## config.mk

```make
export PLATFORM = sky130hd
export DESIGN_NAME = light_gate_speed_trap_stats
export DESIGN_NICKNAME = d
export VERILOG_FILES = /design/src/rtl/lgsts_pkg.sv /design/src/rtl/lgsts_div.sv /design/src/rtl/light_gate_speed_trap_stats.sv
export SDC_FILE = /design/constraint.sdc
export NUM_CORES = 1
export LEC_CHECK = 0
export ABC_AREA = 1
export BUFFER_PORTS_ARGS = -buffer_cell sky130_fd_sc_hd__buf_2
export CAP_MARGIN = 5
export CORE_ASPECT_RATIO = 0.6
export CORE_MARGIN = 10
export CORE_UTILIZATION = 45
export CTS_CLUSTER_SIZE = 16
export DETAILED_ROUTE_END_ITERATION = 7
export SLEW_MARGIN = 10
export SYNTH_ARGS = -nofsm -noshare
export SYNTH_HDL_FRONTEND = slang
export SYNTH_SLANG_ARGS = --single-unit
```

## constraint.sdc

```tcl
create_clock -name clk -period 7.45 [get_ports clk]
set_input_delay 1.49 -clock clk [delete_from_list [all_inputs] [get_ports clk]]
set_output_delay 1.49 -clock clk [all_outputs]
set_load 0.02 [all_outputs]
```

## src/rtl/lgsts_pkg.sv

```systemverilog
// ----------------------------------------------------------------------------
// lgsts_pkg
// Shared types and constants of the light gate speed trap with statistics.
// ----------------------------------------------------------------------------
package lgsts_pkg;

  // field widths
  localparam int CMD_W    = 2;
  localparam int TS_W     = 32;
  localparam int DIST_W   = 10;
  localparam int KIND_W   = 3;
  localparam int COUNT_W  = 7;
  localparam int SPEED_W  = 34;
  localparam int SUM_W    = 41;

  // shared divider widths
  localparam int DIVIDEND_W = SUM_W;
  localparam int DIVISOR_W  = TS_W;

  // scale from mm over us to 0.1 mm/s
  localparam logic [23:0] SPEED_SCALE = 24'd10000000;
  // largest value the sample counter holds
  localparam int COUNT_LIMIT = 127;
  // gate distance after reset
  localparam logic [DIST_W-1:0] DIST_RESET = 10'd100;

  // request commands
  localparam logic [CMD_W-1:0] CMD_FRONT  = 2'd0;
  localparam logic [CMD_W-1:0] CMD_BACK   = 2'd1;
  localparam logic [CMD_W-1:0] CMD_REPORT = 2'd2;

  // result kinds
  localparam logic [KIND_W-1:0] KIND_MEASURE = 3'd0;
  localparam logic [KIND_W-1:0] KIND_REPORT  = 3'd1;
  localparam logic [KIND_W-1:0] KIND_EMPTY   = 3'd2;
  localparam logic [KIND_W-1:0] KIND_ZERO    = 3'd3;
  localparam logic [KIND_W-1:0] KIND_FULL    = 3'd4;

  // sequencer states
  typedef enum logic [2:0] {
    ST_IDLE,
    ST_EVAL,
    ST_DIV,
    ST_UPD,
    ST_EMIT
  } lgsts_state_t;

  // divider start request
  typedef struct packed {
    logic                  start;
    logic [DIVIDEND_W-1:0] dividend;
    logic [DIVISOR_W-1:0]  divisor;
  } lgsts_div_req_t;

  // divider status
  typedef struct packed {
    logic                  busy;
    logic                  done;
    logic [DIVIDEND_W-1:0] quotient;
  } lgsts_div_rsp_t;

endpackage

```

## src/rtl/lgsts_div.sv

```systemverilog
// ----------------------------------------------------------------------------
// lgsts_div
// Restoring divider, one quotient bit per cycle, shared by speed and average.
// ----------------------------------------------------------------------------
module lgsts_div (
  input  logic                  clk,
  input  logic                  rst_n,
  input  lgsts_pkg::lgsts_div_req_t req,
  output lgsts_pkg::lgsts_div_rsp_t rsp
);

  localparam int DD_W  = lgsts_pkg::DIVIDEND_W;
  localparam int DS_W  = lgsts_pkg::DIVISOR_W;
  localparam int CNT_W = $clog2(DD_W + 1);

  logic [DS_W-1:0]  rem_r, rem_nxt;
  logic [DD_W-1:0]  quo_r, quo_nxt;
  logic [DS_W-1:0]  divisor_r, divisor_nxt;
  logic [CNT_W-1:0] cnt_r, cnt_nxt;
  logic             busy_r, busy_nxt;
  logic             done_r, done_nxt;

  logic [DS_W:0]    shifted;
  logic             fits;
  logic [DS_W:0]    diff;

  // one trial subtraction
  always_comb begin
    shifted = {rem_r, quo_r[DD_W-1]};
    fits    = shifted >= {1'b0, divisor_r};
    diff    = shifted - {1'b0, divisor_r};
  end

  // step control
  always_comb begin
    rem_nxt     = rem_r;
    quo_nxt     = quo_r;
    divisor_nxt = divisor_r;
    cnt_nxt     = cnt_r;
    busy_nxt    = busy_r;
    done_nxt    = 1'b0;
    if (req.start) begin
      rem_nxt     = '0;
      quo_nxt     = req.dividend;
      divisor_nxt = req.divisor;
      cnt_nxt     = CNT_W'(DD_W);
      busy_nxt    = 1'b1;
    end else if (busy_r) begin
      rem_nxt = fits ? diff[DS_W-1:0] : shifted[DS_W-1:0];
      quo_nxt = {quo_r[DD_W-2:0], fits};
      cnt_nxt = cnt_r - 1'b1;
      if (cnt_r == CNT_W'(1)) begin
        busy_nxt = 1'b0;
        done_nxt = 1'b1;
      end
    end
  end

  // control registers
  always_ff @(posedge clk) begin
    if (!rst_n) begin
      busy_r <= 1'b0;
      done_r <= 1'b0;
      cnt_r  <= '0;
    end else begin
      busy_r <= busy_nxt;
      done_r <= done_nxt;
      cnt_r  <= cnt_nxt;
    end
  end

  // datapath registers
  always_ff @(posedge clk) begin
    rem_r     <= rem_nxt;
    quo_r     <= quo_nxt;
    divisor_r <= divisor_nxt;
  end

  assign rsp.busy     = busy_r;
  assign rsp.done     = done_r;
  assign rsp.quotient = quo_r;

endmodule

```

## src/rtl/light_gate_speed_trap_stats.sv

```systemverilog
// ----------------------------------------------------------------------------
// light_gate_speed_trap_stats
// Sequence: a request is taken in IDLE and decoded in EVAL; a measurement or report
//   then runs the 41 steps of the shared restoring divider in DIV, updates in UPD and
//   is emitted in EMIT; a rejection goes from EVAL straight to EMIT. A new request is
//   taken only in IDLE, after the last one is through; a stalled result holds it back.
// Reset: synchronous active-low; trap disarmed, statistics cleared, distance 100.
// ----------------------------------------------------------------------------
module light_gate_speed_trap_stats #(
  parameter int MAX_SAMPLES = 100
) (
  input  logic                                  clk,
  input  logic                                  rst_n,
  // gate distance register
  input  logic                                  cfg_valid,
  output logic                                  cfg_ready,
  input  logic [lgsts_pkg::DIST_W-1:0]          cfg_gate_distance_mm,
  // requests
  input  logic                                  in_valid,
  output logic                                  in_ready,
  input  logic [lgsts_pkg::CMD_W-1:0]           in_command,
  input  logic [lgsts_pkg::TS_W-1:0]            in_timestamp_us,
  // results
  output logic                                  out_valid,
  input  logic                                  out_ready,
  output logic [lgsts_pkg::KIND_W-1:0]          out_result_kind,
  output logic [lgsts_pkg::COUNT_W-1:0]         out_sample_number,
  output logic [lgsts_pkg::SPEED_W-1:0]         out_speed_value,
  output logic [lgsts_pkg::SPEED_W-1:0]         out_speed_maximum,
  output logic [lgsts_pkg::SPEED_W-1:0]         out_speed_minimum
);

  localparam int CMD_W   = lgsts_pkg::CMD_W;
  localparam int TS_W    = lgsts_pkg::TS_W;
  localparam int DIST_W  = lgsts_pkg::DIST_W;
  localparam int KIND_W  = lgsts_pkg::KIND_W;
  localparam int COUNT_W = lgsts_pkg::COUNT_W;
  localparam int SPEED_W = lgsts_pkg::SPEED_W;
  localparam int SUM_W   = lgsts_pkg::SUM_W;
  localparam int DD_W    = lgsts_pkg::DIVIDEND_W;
  localparam int DS_W    = lgsts_pkg::DIVISOR_W;
  localparam int FULL_AT = (MAX_SAMPLES < lgsts_pkg::COUNT_LIMIT) ? MAX_SAMPLES
                                                                 : lgsts_pkg::COUNT_LIMIT;

  lgsts_pkg::lgsts_state_t state_r, state_nxt;

  logic [DIST_W-1:0]  dist_r, dist_nxt;
  logic [CMD_W-1:0]   cmd_r, cmd_nxt;
  logic [TS_W-1:0]    ts_r, ts_nxt;
  logic [TS_W-1:0]    front_ts_r, front_ts_nxt;
  logic               armed_r, armed_nxt;
  logic [COUNT_W-1:0] count_r, count_nxt;
  logic [SUM_W-1:0]   sum_r, sum_nxt;
  logic [SPEED_W-1:0] max_r, max_nxt;
  logic [SPEED_W-1:0] min_r, min_nxt;
  logic               is_meas_r, is_meas_nxt;

  // staged result
  logic [KIND_W-1:0]  res_kind_r, res_kind_nxt;
  logic [COUNT_W-1:0] res_num_r, res_num_nxt;
  logic [SPEED_W-1:0] res_val_r, res_val_nxt;
  logic [SPEED_W-1:0] res_max_r, res_max_nxt;
  logic [SPEED_W-1:0] res_min_r, res_min_nxt;

  // output register
  logic               out_valid_r, out_valid_nxt;
  logic [KIND_W-1:0]  out_kind_r, out_kind_nxt;
  logic [COUNT_W-1:0] out_num_r, out_num_nxt;
  logic [SPEED_W-1:0] out_val_r, out_val_nxt;
  logic [SPEED_W-1:0] out_max_r, out_max_nxt;
  logic [SPEED_W-1:0] out_min_r, out_min_nxt;

  logic [TS_W-1:0]    interval;
  logic [SPEED_W-1:0] product;
  logic [SPEED_W-1:0] quot_speed;
  logic               slot_free;

  lgsts_pkg::lgsts_div_req_t div_req;
  lgsts_pkg::lgsts_div_rsp_t div_rsp;

  lgsts_div u_div (
    .clk  (clk),
    .rst_n(rst_n),
    .req  (div_req),
    .rsp  (div_rsp)
  );

  // elapsed time and distance scaling
  assign interval   = ts_r - front_ts_r;
  assign product    = SPEED_W'(dist_r) * SPEED_W'(lgsts_pkg::SPEED_SCALE);
  assign quot_speed = div_rsp.quotient[SPEED_W-1:0];
  assign slot_free  = !out_valid_r || out_ready;

  assign cfg_ready = 1'b1;
  assign in_ready  = (state_r == lgsts_pkg::ST_IDLE);

  // sequencer and statistics update
  always_comb begin
    state_nxt     = state_r;
    dist_nxt      = dist_r;
    cmd_nxt       = cmd_r;
    ts_nxt        = ts_r;
    front_ts_nxt  = front_ts_r;
    armed_nxt     = armed_r;
    count_nxt     = count_r;
    sum_nxt       = sum_r;
    max_nxt       = max_r;
    min_nxt       = min_r;
    is_meas_nxt   = is_meas_r;
    res_kind_nxt  = res_kind_r;
    res_num_nxt   = res_num_r;
    res_val_nxt   = res_val_r;
    res_max_nxt   = res_max_r;
    res_min_nxt   = res_min_r;
    out_valid_nxt = out_valid_r;
    out_kind_nxt  = out_kind_r;
    out_num_nxt   = out_num_r;
    out_val_nxt   = out_val_r;
    out_max_nxt   = out_max_r;
    out_min_nxt   = out_min_r;
    div_req       = '0;

    if (cfg_valid && cfg_ready) begin
      dist_nxt = cfg_gate_distance_mm;
    end

    // result taken downstream
    if (out_valid_r && out_ready) begin
      out_valid_nxt = 1'b0;
    end

    unique case (state_r)
      lgsts_pkg::ST_IDLE: begin
        if (in_valid) begin
          cmd_nxt   = in_command;
          ts_nxt    = in_timestamp_us;
          state_nxt = lgsts_pkg::ST_EVAL;
        end
      end
      lgsts_pkg::ST_EVAL: begin
        state_nxt   = lgsts_pkg::ST_IDLE;
        res_num_nxt = '0;
        res_val_nxt = '0;
        res_max_nxt = '0;
        res_min_nxt = '0;
        priority if (cmd_r == lgsts_pkg::CMD_FRONT) begin
          front_ts_nxt = ts_r;
          armed_nxt    = 1'b1;
        end else if (cmd_r == lgsts_pkg::CMD_BACK) begin
          if (armed_r) begin
            armed_nxt = 1'b0;
            priority if (interval == '0) begin
              res_kind_nxt = lgsts_pkg::KIND_ZERO;
              state_nxt    = lgsts_pkg::ST_EMIT;
            end else if (count_r >= COUNT_W'(FULL_AT)) begin
              res_kind_nxt = lgsts_pkg::KIND_FULL;
              res_num_nxt  = count_r;
              state_nxt    = lgsts_pkg::ST_EMIT;
            end else begin
              div_req.start    = 1'b1;
              div_req.dividend = DD_W'(product);
              div_req.divisor  = interval;
              is_meas_nxt      = 1'b1;
              state_nxt        = lgsts_pkg::ST_DIV;
            end
          end
        end else if (cmd_r == lgsts_pkg::CMD_REPORT) begin
          if (count_r == '0) begin
            res_kind_nxt = lgsts_pkg::KIND_EMPTY;
            state_nxt    = lgsts_pkg::ST_EMIT;
          end else begin
            // start the average divide and clear the statistics
            div_req.start    = 1'b1;
            div_req.dividend = sum_r;
            div_req.divisor  = DS_W'(count_r);
            is_meas_nxt      = 1'b0;
            res_kind_nxt     = lgsts_pkg::KIND_REPORT;
            res_num_nxt      = count_r;
            res_max_nxt      = max_r;
            res_min_nxt      = min_r;
            count_nxt        = '0;
            sum_nxt          = '0;
            max_nxt          = '0;
            min_nxt          = '1;
            state_nxt        = lgsts_pkg::ST_DIV;
          end
        end else begin
          state_nxt = lgsts_pkg::ST_IDLE;
        end
      end
      lgsts_pkg::ST_DIV: begin
        if (div_rsp.done) begin
          state_nxt = lgsts_pkg::ST_UPD;
        end
      end
      lgsts_pkg::ST_UPD: begin
        res_val_nxt = quot_speed;
        if (is_meas_r) begin
          count_nxt    = count_r + 1'b1;
          sum_nxt      = sum_r + SUM_W'(quot_speed);
          if (quot_speed > max_r) max_nxt = quot_speed;
          if (quot_speed < min_r) min_nxt = quot_speed;
          res_kind_nxt = lgsts_pkg::KIND_MEASURE;
          res_num_nxt  = count_r + 1'b1;
        end
        state_nxt = lgsts_pkg::ST_EMIT;
      end
      lgsts_pkg::ST_EMIT: begin
        // wait for the output register to free up
        if (slot_free) begin
          out_valid_nxt = 1'b1;
          out_kind_nxt  = res_kind_r;
          out_num_nxt   = res_num_r;
          out_val_nxt   = res_val_r;
          out_max_nxt   = res_max_r;
          out_min_nxt   = res_min_r;
          state_nxt     = lgsts_pkg::ST_IDLE;
        end
      end
      default: begin
        state_nxt = lgsts_pkg::ST_IDLE;
      end
    endcase
  end

  // state register
  always_ff @(posedge clk) begin
    if (!rst_n) begin
      state_r <= lgsts_pkg::ST_IDLE;
    end else begin
      state_r <= state_nxt;
    end
  end

  // control and statistics registers
  always_ff @(posedge clk) begin
    if (!rst_n) begin
      dist_r      <= lgsts_pkg::DIST_RESET;
      front_ts_r  <= '0;
      armed_r     <= 1'b0;
      count_r     <= '0;
      sum_r       <= '0;
      max_r       <= '0;
      min_r       <= '1;
      out_valid_r <= 1'b0;
    end else begin
      dist_r      <= dist_nxt;
      front_ts_r  <= front_ts_nxt;
      armed_r     <= armed_nxt;
      count_r     <= count_nxt;
      sum_r       <= sum_nxt;
      max_r       <= max_nxt;
      min_r       <= min_nxt;
      out_valid_r <= out_valid_nxt;
    end
  end

  // payload registers
  always_ff @(posedge clk) begin
    cmd_r      <= cmd_nxt;
    ts_r       <= ts_nxt;
    is_meas_r  <= is_meas_nxt;
    res_kind_r <= res_kind_nxt;
    res_num_r  <= res_num_nxt;
    res_val_r  <= res_val_nxt;
    res_max_r  <= res_max_nxt;
    res_min_r  <= res_min_nxt;
    out_kind_r <= out_kind_nxt;
    out_num_r  <= out_num_nxt;
    out_val_r  <= out_val_nxt;
    out_max_r  <= out_max_nxt;
    out_min_r  <= out_min_nxt;
  end

  assign out_valid         = out_valid_r;
  assign out_result_kind   = out_kind_r;
  assign out_sample_number = out_num_r;
  assign out_speed_value   = out_val_r;
  assign out_speed_maximum = out_max_r;
  assign out_speed_minimum = out_min_r;

`ifndef SYNTHESIS
  // divider is never restarted mid-way
  a_div_start_idle: assert property (@(posedge clk) disable iff (!rst_n)
    div_req.start |-> !div_rsp.busy)
    else $error("divider started while busy");

  // divider finishes only while the sequencer waits for it
  a_div_done_state: assert property (@(posedge clk) disable iff (!rst_n)
    div_rsp.done |-> (state_r == lgsts_pkg::ST_DIV))
    else $error("divider done outside divide state");

  // sample count stays within the store limit
  a_count_limit: assert property (@(posedge clk) disable iff (!rst_n)
    count_r <= COUNT_W'(FULL_AT))
    else $error("sample count beyond limit");

  // empty statistics hold their cleared values
  a_empty_clear: assert property (@(posedge clk) disable iff (!rst_n)
    (count_r == '0) |-> ((sum_r == '0) && (max_r == '0) && (min_r == '1)))
    else $error("statistics not clear while empty");

  // stored minimum never exceeds stored maximum
  a_min_max: assert property (@(posedge clk) disable iff (!rst_n)
    (count_r != '0) |-> (min_r <= max_r))
    else $error("minimum above maximum");
`endif

endmodule
```

==> reports/summary.txt <==
Setup-failing EPs final - 0
Asr flop ratio synth - 0%
Post-DR vias/cell - 5.303
Detailed placement HPWL - 71.31 mm
Worst setup margin - 2.267 ns
Largest net degree at the start of global routing - 106
Crit path max-delay family - simple AND/OR/NAND/NOR gates
First-pass GRT wire length - 144.3 mm
Layout Nets - 4259
Sinks on Clock Net - 535
Commonest non-fill, non-tap cells in the layout - nand2_1 (781), inv_1 (570), nor2_1 (382), edfxtp_1 (332), a21oi_1 (279)
CP max stage cell - nand2_2
H-tree levels - 2
Worst-path clk slew - 0.07 ns
#FFs+latches synth - 535
Avg Inst Size Synth - 8.242 um^2
Worst min path class - register to register
Total negative setup slack - 0 ns
Post-route clock period utilization - 69.57%
CP startpoint kind - register
Fmax - 192.9 MHz
CTS max path bufs - 3
Commonest non-fill, non-tap cell in the layout - nand2_1
DRT iter0 DRCs - 3426
DP Area - 32870 um^2
Gpl congestion - 0.9898
Hold_sp - res_max_r[26]$_SDFFCE_PP0P_
RSZ-0062 raised after global routing - false
Number of fill cells - 6641
Final WL - 93.63 mm
Power Dens Cells - 253.0 nW/um^2
Reg-to-reg endpoint - u_div.quo_r[15]$_DFFE_PP_
WP buf/inv - 2
Initial core utilization - 45.62%
Cell mode on critical path - nand2_2
Final Hold Vio Count - 0
Leading area contributor after synthesis - edfxtp_1
Root Buffer - clkbuf_16
R2R Path Start - ts_r[0]$_DFFE_PP_
Hold_ws - 0.4058 ns
Number of diodes - 0
Yosys Warn Count - 0
Hold buffers post-CTS - 0
Crit Path Class - register to register
Post-Syn Nets - 4127
Pin slew with the least headroom to its limit - 1.183 ns
Arr. time, crit path - 5.28 ns
VDD IR max - 0.0001740 V
Post-synthesis sequential area ratio - 45.02%
# IOs - 164
Setup slack at placement - 2.457 ns
Share of layout cells above drive strength 1 - 8.845%
Worst-case reg-to-reg path depth - 18
Total global-route track usage - 22.63%
Post-CTS Setup Repair Bufs - 0
Max Slew Vio Count - 0
Layout area overhead - 10.85%
CP max stage delay - 0.77 ns
Synthesized area - 31170 um^2
Total CTS buffers - 51
CP Data Required Time - 7.55 ns
Core Region - 68330 um^2
DRT met1 WL - 50.93 mm
Reg2reg setup slack - 2.27 ns
Antenna-violating nets left - 0
Register area - 14030 um^2
Synth area leaders - edfxtp_1 (32%), dfxtp_1 (13%), ha_1 (11%)
EDFF count, synth - 332
WHS Path Cells - 0
CTS tree - done
CP Cell Sequence - inv_1 -> ha_1 -> inv_1 -> fa_1 -> nand3_1 -> nand3_2 -> nand3_1 -> nand3b_2 -> xnor2_1 -> nand2_1 -> nor2_1 -> nand2_1 -> nor2_2 -> nand3_2 -> nand2_2 -> nand2_2 -> nand2_4 -> nand2_2
Initial antenna violation count - 3
Post-layout instance area - 34560 um^2
WL/cell - 19.23 um
Crit path max fanout - 41
Area share of the largest cell type after synthesis - 31.98%
Max-slew headroom - 21.05%
Leakage - 16.09 nW
DR WL met3 - 9.749 mm
Later-pin clock latency in the skew report - 0.65 ns
DR WL met2 - 31.87 mm
Min Tclk post-route - 5.183 ns
Row count - 74
Pre-antenna DRT Iters - 6
Max Used Layer - met4
Multi-input logic area - 14400 um^2
Cts repair resizes - 0
Status - finished, final reports clean
Synth Flop Type - edfxtp_1
Distinct cells, synth - 51
Syn Inst Count - 3782
Remaining Overflow, GRT - 0
DRC Markers - 0
Maxcap violations - 0
Die W - 359.8 um
Vias - 25820
Vias in the first global route - 23360
DIE AREA - 80550 um^2
Port buffer count - 162
Hold EP - out_speed_maximum[26]$_DFFE_PP_
Crit. End Element - register
Die H - 223.9 um
Skew final - 0.03578 ns
==> synthesized netlist by cell type, types with 5 or more instances <==
cell,n
a211oi_1,10
a21boi_0,9
a21o_1,9
a21oi_1,279
a31oi_1,11
buf_1,7
buf_2,14
buf_4,5
clkbuf_1,75
clkinv_1,5
dfxtp_1,203
edfxtp_1,332
fa_1,32
ha_1,264
inv_1,571
inv_2,36
nand2_1,782
nand2_2,6
nand3_1,223
nand3b_1,10
nand4_1,62
nor2_1,384
nor2_2,12
nor2_4,5
nor3_1,23
nor4_1,6
o211ai_1,15
o21a_1,7
o21ai_0,254
o21ai_1,7
o21bai_1,15
or2_2,10
xnor2_1,29
xor2_1,38
==> final cells by class <==
type / count / area share [%]
clock buffer: 67 / 4.073
clock inverter: 29 / 0.8147
inverter: 612 / 6.648
multi-input combinational: 2530 / 41.68
sequential: 535 / 40.61
tap: 912 / 3.302
timing repair buffer: 184 / 2.868
==> power by group <==
group          switching, mW  internal (mW)  total [mW]
Clock                   1.22           1.42        2.64
Combinational           1.67          0.830        2.50
Sequential             0.168           3.43        3.60
==> registers in the layout (all words and copies together) (netlist names), 32 cells and up <==
register and count:
res_max_r 34, out_speed_maximum 34, u_div.quo_r 41, u_div.divisor_r 32
out_speed_value 34, sum_r 41, u_div.rem_r 32, res_val_r 34
ts_r 32, front_ts_r 32, min_r 34, max_r 34
res_min_r 34, out_speed_minimum 34
==> worst max-delay path by stage <==
stage                                         endpoint         startpoint  cells after the start  slack, ns
after floorplan           out_result_kind[0]$_DFFE_PP_          out_ready                      2       0.67
after global placement       u_div.quo_r[14]$_DFFE_PP_  ts_r[0]$_DFFE_PP_                     18       2.41
after detailed placement     u_div.quo_r[14]$_DFFE_PP_  ts_r[0]$_DFFE_PP_                     18       2.46
after CTS                    u_div.quo_r[14]$_DFFE_PP_  ts_r[0]$_DFFE_PP_                     18       2.40
after global routing         u_div.quo_r[15]$_DFFE_PP_  ts_r[0]$_DFFE_PP_                     18       1.90
final                        u_div.quo_r[15]$_DFFE_PP_  ts_r[0]$_DFFE_PP_                     18       2.27
==> routing by layer <==
metal,vias to the layer above,track usage (%)
li1,12720,-
met1,12050,39.01
met2,980,26.85
met3,72,5.435
met4,0,3.419
met5,-,0
==> logic make-up (layout without fill, tap and decap cells) <==
kind of cell    Yosys count  in the layout  synth area share [%]
fa+ha+maj               296            296                 12.65
compound gates          630            630                 10.85
simple gates           1536           1536                 20.74
flops                   535            535                 45.02
other cells               1              1               0.01203
buf+inv                 717            892                 8.846
xor+xnor                 67             67                 1.882
==> metrics by stage <==
step	power [mW]	std cells	util [%]
after floorplan	5.411	3782	-
after global placement	6.097	4773	48.10
after detailed placement	6.099	4773	48.10
after CTS	8.757	4869	50.57
after global routing	9.272	4869	50.57
final	8.743	4869	50.57
Note: power is estimated with default switching activity, not from simulation.
